$ cat src/hw/rtl/ppu_pkg.sv
package ppu_pkg;

    localparam int SLOT_W      = 6;
    localparam int POS_W       = 48;
    localparam int HALF_W      = 16;
    localparam int LIFE_W      = 15;
    localparam int COLOR_W     = 24;
    localparam int FADE_W      = 7;
    localparam int IN_TDATA_W  = 200;
    localparam int OUT_TDATA_W = 120;

    localparam logic [FADE_W-1:0] FADE_FULL  = 7'd100;
    localparam logic              CMD_CREATE = 1'b0;
    localparam logic              CMD_TICK   = 1'b1;

    typedef enum logic [1:0] {
        KIND_ACCEPT = 2'd0,
        KIND_FULL   = 2'd1,
        KIND_STATE  = 2'd2
    } kind_t;

    typedef enum logic [1:0] {
        CELL_HOLD,
        CELL_SHR,
        CELL_SHL,
        CELL_WB
    } cell_op_t;

    // one particle as held in a cell
    typedef struct packed {
        logic        [SLOT_W-1:0]  slot;
        logic        [POS_W-1:0]   pos;
        logic        [POS_W-1:0]   vel;
        logic signed [HALF_W-1:0]  size;
        logic signed [HALF_W-1:0]  grow;
        logic signed [HALF_W-1:0]  life;
        logic        [LIFE_W-1:0]  life_start;
        logic        [HALF_W-1:0]  spin;
        logic signed [HALF_W-1:0]  srate;
        logic        [COLOR_W-1:0] color;
    } part_t;

    typedef struct packed {
        logic              dead;
        logic [FADE_W-1:0] fade;
        part_t             rec;
    } upd_res_t;

endpackage

$ cat src/hw/rtl/ppu_update.sv
module ppu_update (
    input  logic              aclk,
    input  logic              aresetn,
    input  logic              start,
    input  ppu_pkg::part_t    rec,
    input  logic [14:0]       step,
    output logic              done,
    output ppu_pkg::upd_res_t res
);
    import ppu_pkg::*;

    localparam int DIV_STEPS = 7;
    localparam int REM_W     = 22;

    part_t                  rec_reg;
    logic signed [31:0]     prod_reg [5];
    logic [REM_W-1:0]       rem_reg;
    logic [REM_W-1:0]       dsr_reg;
    logic [FADE_W-1:0]      quo_reg;
    logic [3:0]             cnt_reg;
    logic                   done_reg;
    logic signed [16:0]     life_dec;
    logic signed [HALF_W:0] step_s;
    logic [REM_W:0]         trial;
    part_t                  rec_in;
    part_t                  rec_out;
    logic [FADE_W-1:0]      fade;

    // floor(prod / 256) added to base, clamped to 16 bits
    function automatic logic signed [15:0] add_sat(input logic signed [15:0] base,
                                                   input logic signed [31:0] prod);
        logic signed [23:0] inc;
        logic signed [24:0] sum;
        inc = prod[31:8];
        sum = {{9{base[15]}}, base} + {inc[23], inc};
        if (sum > 25'sd32767) begin
            add_sat = 16'sh7fff;
        end else if (sum < -25'sd32768) begin
            add_sat = 16'sh8000;
        end else begin
            add_sat = sum[15:0];
        end
    endfunction

    assign step_s   = {2'b00, step};
    assign life_dec = {rec.life[15], rec.life} - step_s;
    assign trial    = {1'b0, rem_reg} - {1'b0, dsr_reg};

    // incoming record with life already lowered by the step
    always_comb begin
        rec_in      = rec;
        rec_in.life = life_dec[15:0];
    end

    always_ff @(posedge aclk) begin
        if (start) begin
            rec_reg      <= rec_in;
            prod_reg[0]  <= $signed(rec.vel[15:0]) * step_s;
            prod_reg[1]  <= $signed(rec.vel[31:16]) * step_s;
            prod_reg[2]  <= $signed(rec.vel[47:32]) * step_s;
            prod_reg[3]  <= rec.grow * step_s;
            prod_reg[4]  <= rec.srate * step_s;
        end else if (cnt_reg == 4'(DIV_STEPS + 1)) begin
            rem_reg <= REM_W'(rec_reg.life[14:0]) * REM_W'(FADE_FULL);
            dsr_reg <= {1'b0, rec_reg.life_start, 6'b0};
            quo_reg <= '0;
        end else if (cnt_reg != '0) begin
            if (!trial[REM_W]) begin
                rem_reg <= trial[REM_W-1:0];
                quo_reg <= {quo_reg[FADE_W-2:0], 1'b1};
            end else begin
                quo_reg <= {quo_reg[FADE_W-2:0], 1'b0};
            end
            dsr_reg <= dsr_reg >> 1;
        end
    end

    always_ff @(posedge aclk) begin
        if (!aresetn) begin
            cnt_reg  <= '0;
            done_reg <= 1'b0;
        end else begin
            done_reg <= (cnt_reg == 4'd1);
            if (start) begin
                cnt_reg <= 4'(DIV_STEPS + 1);
            end else if (cnt_reg != '0) begin
                cnt_reg <= cnt_reg - 4'd1;
            end
        end
    end

    always_comb begin
        rec_out               = rec_reg;
        rec_out.pos[15:0]     = add_sat($signed(rec_reg.pos[15:0]), prod_reg[0]);
        rec_out.pos[31:16]    = add_sat($signed(rec_reg.pos[31:16]), prod_reg[1]);
        rec_out.pos[47:32]    = add_sat($signed(rec_reg.pos[47:32]), prod_reg[2]);
        rec_out.size          = add_sat(rec_reg.size, prod_reg[3]);
        rec_out.spin          = rec_reg.spin + prod_reg[4][23:8];
        if (rec_reg.life_start == '0) begin
            fade = FADE_FULL;
        end else if (quo_reg > FADE_FULL) begin
            fade = FADE_FULL;
        end else begin
            fade = quo_reg;
        end
    end

    assign done     = done_reg;
    assign res.dead = rec_reg.life[15];
    assign res.fade = fade;
    assign res.rec  = rec_out;

endmodule

$ cat config.mk
export PLATFORM = sky130hd
export DESIGN_NAME = ppu_update
export DESIGN_NICKNAME = d
export VERILOG_FILES = /design/src/hw/rtl/ppu_pkg.sv /design/src/hw/rtl/ppu_update.sv
export SDC_FILE = /design/constraint.sdc
export NUM_CORES = 2
export LEC_CHECK = 0
export BUFFER_PORTS_ARGS = -buffer_cell sky130_fd_sc_hd__buf_4
export CORE_ASPECT_RATIO = 1.2
export CORE_UTILIZATION = 55
export DETAILED_ROUTE_END_ITERATION = 12
export PLACE_DENSITY = 0.79
export SYNTH_ARGS = -nofsm -noshare
export SYNTH_HDL_FRONTEND = slang
export SYNTH_SLANG_ARGS = --single-unit
$ cat constraint.sdc
create_clock -name aclk -period 12.2 [get_ports aclk]
set_input_delay 3.66 -clock aclk [delete_from_list [all_inputs] [get_ports aclk]]
set_output_delay 3.66 -clock aclk [all_outputs]
set_load 0.01 [all_outputs]
# Word-level counts from Yosys, hierarchy flattened
# Memories as Yosys holds them, arrays and structs flattened.
# Cells that the tools add are included.
dict set report classes {
  n_reduce_logical 7
  n_lt_le_gt_ge 9
  muxes 21
  bitwise_logic 2
  n_mul 6
  n_eq_ne 3
  n_addsub 8
}
# cell n
set op_table {}
lappend op_table {{16-bit by 16-bit multiplier with 32-bit output} 5}
lappend op_table {{16-bit two-way mux} 8}
lappend op_table {{16-bit by 24-bit adder with 25-bit output} 4}
lappend op_table {{25-bit by 16-bit > comparator with 1-bit output, second input constant} 4}
lappend op_table {{25-bit by 16-bit < comparator with 1-bit output, second input constant} 4}
lappend op_table {{22-bit two-way mux} 3}
lappend op_table {{21-bit two-way mux} 2}
lappend op_table {{22-bit by 21-bit subtractor with 23-bit output} 1}
lappend op_table {{7-bit two-way mux} 3}
lappend op_table {{15-bit by 5-bit multiplier with 20-bit output, second input constant} 1}
lappend op_table {{16-bit adder} 1}
lappend op_table {{16-bit subtractor} 1}
lappend op_table {{15-bit zero test} 1}
lappend op_table {{4-bit two-way mux} 2}
lappend op_table {{7-bit > comparator, second input constant} 1}
lappend op_table {{4-bit by 1-bit equality test with 1-bit output, second input constant} 1}
lappend op_table {{4-bit equality test, second input constant} 1}
lappend op_table {{2-bit nonzero test} 2}
lappend op_table {{4-bit nonzero test} 1}
lappend op_table {{4-bit by 1-bit subtractor with 4-bit output, second input constant} 1}
lappend op_table {{1-bit two-way mux} 3}
lappend op_table {{3-bit AND reduction} 1}
lappend op_table {{2-bit by 1-bit inequality test with 1-bit output, second input constant} 1}
lappend op_table {{1-bit NOT} 2}
lappend op_table {{2 further kinds} 2}
dict set report totals {
  in_bits 239
  regBits 276
  ram_bits 160
  out_inout_bits 230
  memories 1
  word_cells 75
}
# name words width rd rd_ports_with_merged_regs write_ports line
set memory_table {}
lappend memory_table {prod_reg 5 32 5 0 5 ppu_update.sv:16} ;# logic signed [31:0] prod_reg [5];

# Longest topological paths before layout
# An unclocked memory read counts as a cell.
dict set report logic_depth {
  depth_word 5
  ltp_mapped 27
  ltp_nobuf 25
}

# Least setup slack after synthesis
# Ideal clock, no wire load.
dict set report synth_path {
  kind {input to register}
  from {input port step[1]}
  to {memory prod_reg[2][30] (netlist: prod_reg[0][94]) (data pin)}
  setup_ns 0.258
  path_stages 24
  required_time_ns 11.942
  arrival_time_ns 9.557
  setup_slack_ns 2.385
  cell_sequence {buf_2 clkbuf_1 clkbuf_1 nand2_1 fa_1 fa_1 inv_1 fa_1 fa_1 fa_1 inv_1 fa_1 inv_1 ha_1 a21o_1 a21oi_1 a2bb2oi_1 o21ai_0 a221o_1 a21oi_1 a21oi_1 o21ai_0 nor2b_1 xnor2_1}
}
# item line
set synth_rtl {}
lappend synth_rtl {{start: declaration} ppu_update.sv:6} ;# input logic [14:0] step,
lappend synth_rtl {{end: declaration} ppu_update.sv:16}

==> results.md <==
* RR Startpoint: rem_reg[0]
* DR WL/cell at 18.7 microns
* Clock slew at reported path FFs at 60 ps
* Routability cong. at 0.895
* Layout cells sized above 1 at 0.0901
* Die height at 380 microns
* Biggest area consumer among synthesized cells: fa_1
* Clock Latency Late Sink at 640 ps
* Drc violations at 0
* DP HPWL at 122000 microns
* Via count at 46.5k
* Initial Util at 0.555
* Post-synth top flop: edfxtp_1
* Status: complete, no violations
* Tot GR Track Use at 0.269
* Initial DRC Count at 2784
* Number of flip-flops in the largest register at 141
* Critical path arrival at 10270 ps
* Register area at 11600 sq um
* Fmax at 101 MHz
* Fillers at 9673
* Post-synth top area share at 0.359
* Vias in the first global route at 51.3k
* I/O pin cnt at 469
* Synth-to-layout area growth at 8.02%
* Largest net degree at the start of global routing at 78
* Die ar. at 121000 sq um
* IO Port Bufs at 468
* Worst relative slew slack at 0.292
* Core area at 118000 sq um
* Commonest non-fill, non-tap cell in the layout: inv_1
* Grt ovf at 0
* Netlist cell types at 92
* Syn nets at 8686
* Clock skew at 9.62 ps
* Crit start category: input pin
* Yosys warns at 0
* Post-CTS Resized at 0
* CTS tree: built
* FP Rows at 138
* ANT nets after route at 0
* Hold bufs inserted after CTS at 0
* Fin crit period at 9870 ps
* Slew Viols, Final at 0
* Reg2reg path depth at 13
* CTS Root Cell: clkbuf_16
* Post-CTS Setup Bufs at 0
* Maxcap violations at 0
* Worst Path Required at 12590 ps
* CP max FO at 48
* Pre-Repair DR Iteration Count at 6
* Final Worst Setup Slack at 2330 ps
* Crit Path Category: in2reg
* EDFF count, synth at 383
* TNS Setup at 0 ps
* Actual slew at the worst max-slew pin at 1060 ps
* WHS Path Cells at 2
* CP Capture Type: flop
* Die width at 317 microns
* H-tree depth at 2
* First-pass GRT wire length at 256000 microns
* Clk sinks at 388
* #FFs+latches synth at 388
* Place WS at 1710 ps
* R2r endpoint: rem_reg[18]
* Clock buffer depth at 3
* Avg Inst Size Synth at 9.79 sq um
* R2R setup slack at 7870 ps
* Total Wirelength at 157000 microns
* Routed vias/inst at 5.51
* Synth async-reset ratio at 0
* HP Class: reg2reg
* Hold Crit Start: cnt_reg[1]
* Initial antenna violation count at 8
* Inserted Clock Buffers at 47
* Tcrit/Tclk final at 0.809
* WHS Endpoint: cnt_reg[1]
* Final hold violation count at 0
* Setup violators final at 0
* Post-Syn Area at 65500 sq um
* Cells after synthesis at 6694
* Area of the multi-input gates at 46400 sq um
* Synth area leaders: fa_1 36%, edfxtp_1 18%, ha_1 11%, inv_1 8.5%, and2_1 5.8%
* Post-synthesis sequential area ratio at 0.177
* Layout Nets at 8850
* RSZ-0062 raised after global routing: no
* Commonest non-fill, non-tap cells in the layout: 1487 x inv_1, 1175 x fa_1, 694 x nand2_1
[through the flow]
step	cells	utilization	hold WS [ps]	area, sq um
final	8438	0.599	546	70800
after detailed placement	8349	0.586	531	69200
after floorplan	6694	-	470	65500
after global routing	8438	0.599	598	70800
after global placement	8349	0.586	492	69200
after CTS	8436	0.599	545	70800
[routing by layer]
metal  share of wire  wire (microns)  up-vias  GRT usage
met5         0.00022              35        -          0
met4           0.044            6980        6      0.110
met3           0.073           11500      430     0.0465
li1                -               -    20800          -
met2            0.52           81400     1742      0.485
met1            0.37           57500    23500      0.312
[critical path, stage by stage]
cell and delay (ps):
buf_4 560, buf_4 410, nand2_1 190, fa_1 700, fa_1 430, inv_1 320
fa_1 510, fa_1 500, fa_1 500, inv_1 50, fa_1 470, inv_1 40
ha_1 300, a21oi_1 230, nor2_1 70, a211oi_1 290, o21bai_1 100, a21o_1 170
a21oi_1 140, o31ai_1 130, a21o_1 220, a21oi_1 170, xnor2_1 80
[area by class of cell]
class / instances / share of cell area
flip-flops and latches: 388 / 0.164
repair buffers: 497 / 0.0530
multi-input cells: 4437 / 0.655
inverters: 1487 / 0.0788
clock buffers: 55 / 0.0170
diodes: 2 / 0.0000707
well taps: 1540 / 0.0272
clock inverters: 32 / 0.00490
[cell families after synthesis]
family	count (synthesis)	synth area share
buffers and inverters	1869	0.116
adders and majority gates	1753	0.469
and+or+nand+nor	1740	0.133
AOI/OAI and AO/OA	675	0.0696
DFF	388	0.177
xor gates and xnor gates	267	0.0357
muxes	2	0.000325
[worst max path at each step]
stage               startpoint         endpoint  slack (ps)  depth (start not counted)
detailed placement     step[1]  prod_reg[0][31]        1710                         23
global placement       step[1]  prod_reg[0][31]        1870                         23
global route           step[1]  prod_reg[0][31]        1980                         23
CTS                    step[1]  prod_reg[0][31]        2420                         23
floorplan              step[1]  prod_reg[0][94]        2390                         24
finish                 step[1]  prod_reg[0][31]        2330                         23
[synth_stat cells, drive strengths merged, types with 28 or more instances]
cell    instances
nand3          35
edfxtp        383
ha            578
a21oi         174
xor2           72
nor2          171
o21ai         140
and2          607
nor2b          28
fa           1175
inv          1487
xnor2         195
nand2         696
nor3           57
clkbuf        225
a21o          106
a211oi         33
buf           157
o21a           48
Power is left out: the tool's default activity adds up to more than one toggle a clock period on the data nets, which glitch-free logic cannot reach.
