File: src/hw/rtl/ppu_pkg.sv
package ppu_pkg;

    localparam int SLOT_W      = 6;
    localparam int POS_W       = 48;
    localparam int HALF_W      = 16;
    localparam int LIFE_W      = 15;
    localparam int COLOR_W     = 24;
    localparam int FADE_W      = 7;
    localparam int IN_TDATA_W  = 200;
    localparam int OUT_TDATA_W = 120;

    localparam logic [FADE_W-1:0] FADE_FULL  = 7'd100;
    localparam logic              CMD_CREATE = 1'b0;
    localparam logic              CMD_TICK   = 1'b1;

    typedef enum logic [1:0] {
        KIND_ACCEPT = 2'd0,
        KIND_FULL   = 2'd1,
        KIND_STATE  = 2'd2
    } kind_t;

    typedef enum logic [1:0] {
        CELL_HOLD,
        CELL_SHR,
        CELL_SHL,
        CELL_WB
    } cell_op_t;

    // one particle as held in a cell
    typedef struct packed {
        logic        [SLOT_W-1:0]  slot;
        logic        [POS_W-1:0]   pos;
        logic        [POS_W-1:0]   vel;
        logic signed [HALF_W-1:0]  size;
        logic signed [HALF_W-1:0]  grow;
        logic signed [HALF_W-1:0]  life;
        logic        [LIFE_W-1:0]  life_start;
        logic        [HALF_W-1:0]  spin;
        logic signed [HALF_W-1:0]  srate;
        logic        [COLOR_W-1:0] color;
    } part_t;

    typedef struct packed {
        logic              dead;
        logic [FADE_W-1:0] fade;
        part_t             rec;
    } upd_res_t;

endpackage

File: src/hw/rtl/ppu_cell.sv
module ppu_cell #(
    parameter int IDX = 0,
    parameter int CW  = 7
) (
    input  logic             aclk,
    input  ppu_pkg::cell_op_t op,
    input  logic [CW-1:0]    wp,
    input  ppu_pkg::part_t   right_in,
    input  ppu_pkg::part_t   left_in,
    input  ppu_pkg::part_t   wb_in,
    output ppu_pkg::part_t   q
);
    import ppu_pkg::*;

    part_t q_reg;

    always_ff @(posedge aclk) begin
        unique case (op)
            CELL_SHR: q_reg <= right_in;
            CELL_SHL: q_reg <= left_in;
            CELL_WB: begin
                if (wp == CW'(IDX)) begin
                    q_reg <= wb_in;
                end
            end
            default: q_reg <= q_reg;
        endcase
    end

    assign q = q_reg;

endmodule

File: config.mk
export PLATFORM = sky130hd
export DESIGN_NAME = ppu_cell
export DESIGN_NICKNAME = d
export VERILOG_FILES = /design/src/hw/rtl/ppu_pkg.sv /design/src/hw/rtl/ppu_cell.sv
export SDC_FILE = /design/constraint.sdc
export NUM_CORES = 1
export LEC_CHECK = 0
export BUFFER_PORTS_ARGS = -buffer_cell sky130_fd_sc_hd__buf_2
export CORE_AREA = 2 2 344 346
export CTS_BUF_LIST = sky130_fd_sc_hd__clkbuf_8
export DETAILED_ROUTE_END_ITERATION = 12
export DIE_AREA = 0 0 346 348
export PLACE_DENSITY = 0.38
export SLEW_MARGIN = 20
export SYNTH_ARGS = -nofsm -noshare
export SYNTH_HDL_FRONTEND = slang
export SYNTH_SLANG_ARGS = --single-unit
File: constraint.sdc
create_clock -name aclk -period 9.8 [get_ports aclk]
set_clock_uncertainty 0.15 [all_clocks]
set_input_delay 0.49 -clock aclk [delete_from_list [all_inputs] [get_ports aclk]]
set_output_delay 0.49 -clock aclk [all_outputs]
set_load 0.02 [all_outputs]
# Word level (Yosys, flattened, before mapping)
# Index checks and enable logic that the tools add are counted.
# totals
reg_bits	221
output_inout_bits	221
word_cells	19
# classes
eq_ne	4
reduce_logical	3
n_mux	2
# ops
cell	count
one-hot mux 221 bit (3 select lines)	1
2-to-1 mux 221 bit	1
zero test 7 bit	1
== test 2 bit, second input constant	2
nonzero test 3 bit	1
== test 2 x 1 -> 1 bit, second input constant	1
inequality test 2 bit, second input constant	1
AND reduction 2 bit	1

# Logic depth before layout (Yosys ltp)
# Gate-level depths: netlist of the first run.
# depth
ltp_word	3
depth_mapped	6
ltp_nobuf	4

# Worst setup path after synthesis of the first run
# OpenSTA, ideal clock, no wires.
# synth_timing
kind	in2reg
startpoint	in op[0]
endpoint	reg q_reg, in the netlist q[0] (enable)
path_buffers	2
stages	4
required_time_ps	9147
arrival_time_ps	4030
setup_slack_ps	5117
cell_sequence	ha_1 -> buf_4 -> clkbuf_1 -> a31o_2
# synth_via
elab_chain_cells	3
# synth_lines
item	line	rtl
start, declared	ppu_cell.sv:6	input ppu_pkg::cell_op_t op,
== test 2 bit or == test 2 x 1 -> 1 bit (tied branches)	ppu_cell.sv:18	unique case (op)
inequality test 2 bit (no line) or nonzero test 3 bit (tied branches)	--	
AND reduction 2 bit (no line) *	--	
end signal, assigned	ppu_cell.sv:19	CELL_SHR: q_reg <= right_in;
end signal, assigned	ppu_cell.sv:20	CELL_SHL: q_reg <= left_in;
end signal, assigned	ppu_cell.sv:23	q_reg <= wb_in;
end, declared	ppu_cell.sv:15	part_t q_reg;
# Every way passes the cells marked *; elsewhere a longest branch is shown, timed or not.
# A chain may end at the register's enable or synchronous reset.

# Worst setup path after layout of the first run
# layout_timing
startpoint	in op[1]
endpoint	reg q_reg, in the netlist q[105] (enable)
# Same word-level chain as after synthesis.

==> reports/results.txt, run 1 <==
outcome: complete, no violations
largest net degree at the start of global routing: 234
Area contributors post-synth: edfxtp_1 47%, a32oi_1 14%, nand2b_1 9.9%, nor2b_1 9.9%, nand3_1 7.9%
min Tclk post-route: 3.51 ns
Data required, critical path: 9.90 ns
critical path's slowest cell: buf_4
cell internal pwr: 2.08 mW
Sequential Power Share: 40.2%
Clock power frac: 29.9%
sequential cell area fraction in the yosys report: 47.4%
DRC: 0
critical path capture point type: flip-flop
worst setup margin: 6.29 ns
DP Wirelength: 59800 um
met2 wire len: 39300 um
die height: 348 um
Core Area: 0.117 sq mm
RSZ-0062 raised after global routing: false
vias in the first global route: 16100
final hold slack: 0.0968 ns
Final setup viols: 0
TritonCTS Buffers: 49
crit path cell chain: buf_2 > ha_4 > buf_12 > a31o_4 > buf_4 > buf_4
DRT iter0 DRCs: 939
CP dominant cell by count: buf_4
routed length per instance: 18.8 um
Hold Path Class: in -> reg
post-synthesis cell count: 1481
Switching Fraction: 33.8%
Cell Area, Synth: 0.0140 sq mm
Yosys top cell by area: edfxtp_1
Clock Pin Slew Worst Setup and Hold Paths: 0.05 ns
global-route wire length before repair: 110000 um
NetSw: 1.06 mW
kind of cell adding the most delay to the critical path: buffers and inverters
post-place setup slack: 5.54 ns
Buf+Inv Stages, Crit Path: 4
Mean Syn Cell Area: 9.46 sq um
post-synth top area share: 47.4%
Layout area overhead: 71.3%
Core Util, Final: 20.5%
Initial Util: 12.0%
io pins: 894
met3 routed WL: 7090 um
Hold Vio Cnt, Final: 0
final WL: 78900 um
via count: 16300
post-synth cell types: 17
leakage: 9.38 nW
CTS tree: done
Max Cap Viol: 0
detail-routed via count per cell: 3.88
Max IR drop VDD: 0.0000685 V
combinational group share of total power: 29.9%
Max Root-Sink Buffers: 3
Total GRT Usage: 12.3%
period utilization: 35.8%
Fill cells: 13200
DR top layer: met5
H-tree levels: 2
initial antenna violation count: 51
Pre-antenna DRT Iters: 5
CP arrival: 3.61 ns
worst-path fanout max: 233
IO buf count: 893
Final Wtd Congestion: 0.835
Max Freq: 285 MHz
Nets: 3290
std cell rows: 126
remaining antenna violation count: 0
CTS Sinks: 221
Metal-1 WL: 30800 um
global route total overflow: 0
full die area: 0.120 sq mm
layout cell share with drive strength beyond 1: 36.4%
CP max stage delay: 0.81 ns
Power Dens Cells: 131 mW/mm^2
Slew Limit Fails: 0
relative slew slack: 19.5%
Setup crit start kind: primary input
Setup CP Type: in -> reg
Yosys reg bits: 221
Die X-Extent: 346 um
syn_nets: 2157
Root Driver: clkbuf_8
YS warnings: 0
max reg flops: 221
Worst Max-Slew Pin Slew: 1.21 ns
setup TNS: 0 ns
==> final timing paths <==
check / start / end / slack, ns / cells past startpoint
worst max-delay path: op[1] / q[105] / 6.29 / 6
worst min-delay path: left_in[125] / q[125] / 0.1 / 3
==> area by class of cell <==
class	count	area [sq um]	area share (%)
flip-flops and latches	221	6640	27.6
multi-input cells	1112	6740	28.1
clock buffers	50	688	2.87
clock inverters	33	130	0.542
diodes	19	47.5	0.198
repair buffers	1228	7830	32.6
well taps	1536	1920	8.00
inverters	2	15.0	0.0625
==> cells in the final DEF, fill, tap and decap left out, types with 3 or more instances in the layout <==
cell type,n
diode_2,19
edfxtp_1,221
inv_1,23
nand2_1,221
nand2b_1,221
dlygate4sd3_1,321
buf_2,893
nand3_1,221
ha_4,3
buf_4,11
clkinv_1,9
a32oi_1,221
nor2b_1,221
buf_12,3
clkbuf_8,50
==> kinds of logic (layout without fill, tap and decap cells) <==
kind of cell / after synthesis / in the layout / synth area share, %
AO/OA/AOI/OAI: 222 / 222 / 13.9
adder cells (fa/ha/maj): 3 / 3 / 0.268
buffers and inverters: 148 / 1313 / 4.84
flip-flops: 221 / 221 / 47.4
other: 0 / 19 / 0
AND/OR/NAND/NOR: 887 / 887 / 33.7
==> layer usage <==
| layer | track usage [%] | vias to the layer above |
|---|---|---|
| met5 | 0 | - |
| met4 | 3.55 | 12 |
| met3 | 4.73 | 118 |
| met1 | 14.0 | 7717 |
| li1 | - | 7743 |
| met2 | 21.5 | 713 |
==> per-stage QoR <==
stage / power [mW] / area (sq um) / std cells
finish: 3.14 / 24000 / 4201
CTS: 3.22 / 24000 / 4182
global placement: 2.10 / 19900 / 3778
floorplan: 1.69 / 14000 / 1481
detailed placement: 2.09 / 19900 / 3778
global route: 3.32 / 24000 / 4194
==> cells in the mapped netlist (all sizes together) <==
cell and number:
a32oi 221, inv 2, clkbuf 68, nand2 221
ha 3, edfxtp 221, buf 78, nor2 1
nand3 221, nor4 1, a31o 1, nand2b 221
nor3 1, nor2b 221
==> power by group through the flow <==
stage	registers, mW	logic [mW]	clock network (mW)
after detailed placement	1.28	0.810	0
after global routing	1.28	1.01	1.04
after floorplan	1.45	0.236	0
final	1.26	0.939	0.941
after CTS	1.27	0.950	1.00
after global placement	1.28	0.812	0
==> timing repair <==
| action | CTS | global route |
|---|---|---|
| endpoints found under the hold margin | 192 | 0 |
| buffers inserted | 0 | 0 |
| hold buffers | 321 | 0 |
| endpoints found under the setup margin | 0 | 0 |
| gates resized for setup | 0 | 0 |
Power figures use the tool's default switching activity.
==> run 2, diff against run 1 <==
- ABC_AREA: unset -> 1
- CORE_AREA: 2 2 344 346 -> 2 2 346 348
- DIE_AREA: 0 0 346 348 -> 0 0 348 350
- clock period: 9.8 -> 2.9 ns (I/O delays scaled with it)
==> reports/results.txt, run 2 <==
post-synth cell types: 13
TritonCTS Buffers: 49
Root Driver: clkbuf_8
outcome: complete, no violations
Max IR drop VDD: 0.000212 V
most frequent cells in the layout: 893 x buf_2, 889 x nand2_1, 456 x dlygate4sd3_1
Cell Area, Synth: 0.0133 sq mm
Hold Vio Cnt, Final: 0
H-tree levels: 2
crit path cell chain: buf_2 > inv_1 > ha_4 > buf_12 > buf_4 > nand2_1 > nand2_1 > dlygate4sd3_1 > nand2_1 > o21ai_2 > dlygate4sd3_1
Clock Pin Slew Worst Setup and Hold Paths: 0.06 ns
Die X-Extent: 348 um
count leader, synth: nand2_1
cts repair resizes: 0
YS warnings: 0
std cell rows: 126
Layout area overhead: 88.7%
sequential cell area fraction in the yosys report: 49.8%
Final setup viols: 0
full die area: 0.122 sq mm
global route total overflow: 0
top cells by count, synth: 890 x nand2_1, 229 x inv_1, 221 x edfxtp_1, 160 x o21ai_2, 60 x o21ai_1
Setup CP Type: in -> reg
CP arrival: 3.04 ns
IO buf count: 893
Data required, critical path: 3.28 ns
Core Util, Final: 21.4%
post-synth top area share: 49.8%
Yosys top cell by area: edfxtp_1
CP max stage delay: 0.55 ns
largest net degree at the start of global routing: 98
Pre-antenna DRT Iters: 7
hold_buf cts: 456
critical path's slowest cell: dlygate4sd3_1
setup TNS: 0 ns
Total GRT Usage: 12.9%
Worst Max-Slew Pin Slew: 0.610 ns
vias in the first global route: 16000
routed length per instance: 17.9 um
Max Root-Sink Buffers: 3
CTS tree: done
DP Wirelength: 67000 um
CP dominant cell by count: nand2_1
Slew Limit Fails: 0
Initial Util: 11.3%
relative slew slack: 59.3%
global-route wire length before repair: 111000 um
Power Dens Cells: 454 mW/mm^2
async set-or-reset flop fraction in the synthesized netlist: 0%
hold path cells: 6
Core Area: 0.118 sq mm
syn_nets: 2343
initial antenna violation count: 70
remaining antenna violation count: 0
post-route cell area: 0.0252 sq mm
Mean Syn Cell Area: 8.00 sq um
via count: 16200
die height: 350 um
post-synthesis cell count: 1667
critical path capture point type: flip-flop
leakage: 12.4 nW
DRC: 0
detail-routed via count per cell: 3.51
Max Cap Viol: 0
DRT iter0 DRCs: 711
Setup crit start kind: primary input
max reg flops: 221
Final Wtd Congestion: 0.915
Nets: 3692
Hold Path Class: in -> reg
final WL: 82600 um
io pins: 894
setup bufs post-CTS: 0
hold path start: wp[2]
min Tclk post-route: 2.66 ns
commonest non-fill, non-tap cell in the layout: buf_2
Worst Hold End: q[41]
Placed Area: 0.0196 sq mm
Primary FF master, synth: edfxtp_1
Area contributors post-synth: edfxtp_1 50%, nand2_1 25%, o21ai_2 11%, inv_1 6.4%, buf_6 3.6%
Yosys reg bits: 221
layout cell share with drive strength beyond 1: 38.3%
Post-synth EDFFs: 221
worst-path fanout max: 97
period utilization: 91.6%
RSZ-0062 raised after global routing: false
Max Freq: 377 MHz
CTS Sinks: 221
run 2: changes by cell type after synthesis, moves of 160 or more:
| cell | delta |
|---|---|
| a32oi_1 | -221 |
| inv_1 | +228 |
| nand2_1 | +669 |
| o21ai_2 | +160 |
| nor2b_1 | -221 |
| nand2b_1 | -221 |
| nand3_1 | -221 |
run 2: logic make-up (layout without fill, tap and decap cells):
| family | count (synthesis) | after routing | synth area share [%] |
|---|---|---|---|
| fa+ha+maj | 3 | 3 | 0.282 |
| compound gates | 221 | 221 | 12.8 |
| flops | 221 | 221 | 49.8 |
| other cells | 0 | 16 | 0 |
| buf+inv | 328 | 1717 | 11.9 |
| simple gates | 894 | 894 | 25.2 |
run 2: how the worst max path moves through the flow:
stage	cells after the start	slack, ns	start	end
after global routing	11	0.19	op[0]	q[132]
after global placement	9	0.71	op[0]	q[141]
final	11	0.24	op[0]	q[132]
after CTS	11	0.41	op[0]	q[132]
after detailed placement	9	0.69	op[0]	q[66]
after floorplan	4	0.1	op[0]	q[0]
run 2: metal layers:
| metal | share of wire (%) | vias up | track usage, % |
|---|---|---|---|
| met5 | 0.20 | - | 0 |
| met4 | 3.2 | 26 | 4.58 |
| met3 | 8.3 | 169 | 4.14 |
| met2 | 47 | 714 | 21.5 |
| met1 | 41 | 7359 | 15.4 |
| li1 | - | 7891 | - |
run 2: through the flow:
step,power [mW],worst slack (ns),instances,hold slack (ns)
floorplan,5.79,0.0957,1667,0.229
global placement,7.22,0.707,4045,0.321
detailed placement,7.22,0.693,4045,0.324
CTS,11.7,0.405,4592,0.100
global route,12.1,0.192,4604,0.175
finish,11.4,0.245,4608,0.193
run 2: layout make-up:
class	count	area, sq um
Clock buffer	51	702
Fill cell	13500	92600
Inverter	229	860
Timing Repair Buffer	1397	9570
Clock inverter	40	275
Antenna cell	16	40.0
Multi-Input combinational cell	1118	5150
Tap cell	1536	1920
Sequential cell	221	6640
run 2: report_power, final:
part | leakage (nW) | switching (mW) | internal (mW)
logic | 9.83 | 1.98 | 1.55
clock network | 0.537 | 1.68 | 1.98
registers | 2.07 | 0.151 | 4.09
run 2: critical path, delay by kind of cell:
family	cells	cell delay [ns]
buffers and inverters	6	2.22
adder cells (fa/ha/maj)	1	0.15
AO/OA/AOI/OAI	1	0.07
AND/OR/NAND/NOR	3	0.25
==> run 3, diff against run 2 <==
- CORE_AREA: 2 2 346 348 -> 2 2 347 349
- DIE_AREA: 0 0 348 350 -> 0 0 349 351
- PLACE_DENSITY: 0.38 -> unset
==> reports/results.txt, run 3 (synthesized netlist as in run 2, its figures left out) <==
outcome: complete, no violations
initial antenna violation count: 126
Nets: 3690
remaining antenna violation count: 0
Setup crit start kind: primary input
TritonCTS Buffers: 45
Max Cap Viol: 0
detail-routed via count per cell: 3.66
Total GRT Usage: 14.5%
DRC: 0
global-route wire length before repair: 122000 um
most frequent cells in the layout: 893 x buf_2, 889 x nand2_1, 463 x dlygate4sd3_1
DP Wirelength: 79200 um
Core Area: 0.119 sq mm
worst-path fanout max: 68
critical path capture point type: flip-flop
Die X-Extent: 349 um
max reg flops: 221
relative slew slack: 45.6%
layout cell share with drive strength beyond 1: 38.0%
routed length per instance: 20.4 um
period utilization: 81.9%
Final setup viols: 0
setup TNS: 0 ns
Hold Vio Cnt, Final: 0
Power Dens Cells: 444 mW/mm^2
die height: 351 um
Max Root-Sink Buffers: 3
hold path cells: 6
full die area: 0.122 sq mm
global route total overflow: 0
Pre-antenna DRT Iters: 5
DRT iter0 DRCs: 936
RSZ-0062 raised after global routing: false
vias in the first global route: 16000
final hold slack: 0.196 ns
Data required, critical path: 3.28 ns
CTS Sinks: 221
std cell rows: 127
Slew Limit Fails: 0
io pins: 894
Initial Util: 11.2%
commonest non-fill, non-tap cell in the layout: buf_2
Max IR drop VDD: 0.000263 V
Layout area overhead: 88.1%
Root Driver: clkbuf_8
leakage: 12.4 nW
Final Wtd Congestion: 0.911
CP arrival: 2.76 ns
Worst Max-Slew Pin Slew: 0.817 ns
min Tclk post-route: 2.38 ns
largest net degree at the start of global routing: 91
Clock Pin Slew Worst Setup and Hold Paths: 0.06 ns
Setup CP Type: in -> reg
H-tree levels: 2
Hold Path Class: in -> reg
CTS tree: done
IO buf count: 893
via count: 16900
final WL: 94300 um
Max Freq: 421 MHz
[run 3: layout make-up]
cell class	count	area, sq um
timing repair buffer	1399	9580
fill	13200	93900
clock buffer	45	619
sequential	221	6640
tap	1548	1940
inverter	229	860
clock inverter	34	235
antenna	27	67.6
multi-input combinational	1118	5150
[run 3: worst max-delay path: stages]
cell	delay, ns
buf_2	0.15
inv_1	0.11
ha_4	0.20
buf_4	0.60
nand2_1	0.15
nand2_1	0.11
dlygate4sd3_1	0.55
nand2_1	0.06
o21ai_2	0.07
dlygate4sd3_1	0.55
[run 3: per-layer routing]
layer | vias up | track usage [%] | share of wire (%)
met1 | 7704 | 17.5 | 40
met4 | 60 | 4.56 | 3.7
met3 | 279 | 6.27 | 11
met5 | - | 0 | 0.38
li1 | 7883 | - | -
met2 | 965 | 23.2 | 44
[run 3: report_power, final]
| group | internal, mW | switching (mW) |
|---|---|---|
| sequential | 4.09 | 0.155 |
| clock | 1.72 | 1.61 |
| combinational | 1.55 | 2.02 |
[run 3: through the flow]
| step | std cells | total power [mW] | worst slack (ns) | instance area (sq um) | util, % |
|---|---|---|---|---|---|
| 2_1_floorplan | 1667 | 5.79 | 0.0957 | 13300 | - |
| 3_3_place_gp | 4052 | 7.16 | 0.718 | 19500 | 16.4 |
| 3_5_place_dp | 4052 | 7.18 | 0.717 | 19500 | 16.4 |
| 4_1_cts | 4594 | 11.3 | 0.662 | 25000 | 21.0 |
| 5_1_grt | 4607 | 11.7 | 0.437 | 25000 | 21.0 |
| 6_report | 4621 | 11.1 | 0.525 | 25100 | 21.1 |
[run 3: final timing paths]
path | start | end | slack [ns]
max | op[0] | q[199] | 0.52
min | wp[3] | q[204] | 0.20
[run 3: timing repair]
action / 4_1_cts / 5_1_grt
gates resized for setup: 0 / 0
hold buffers: 463 / 0
buffers inserted: 0 / 0
hold endpoints to repair: 221 / 0
setup endpoints to repair: 0 / 0
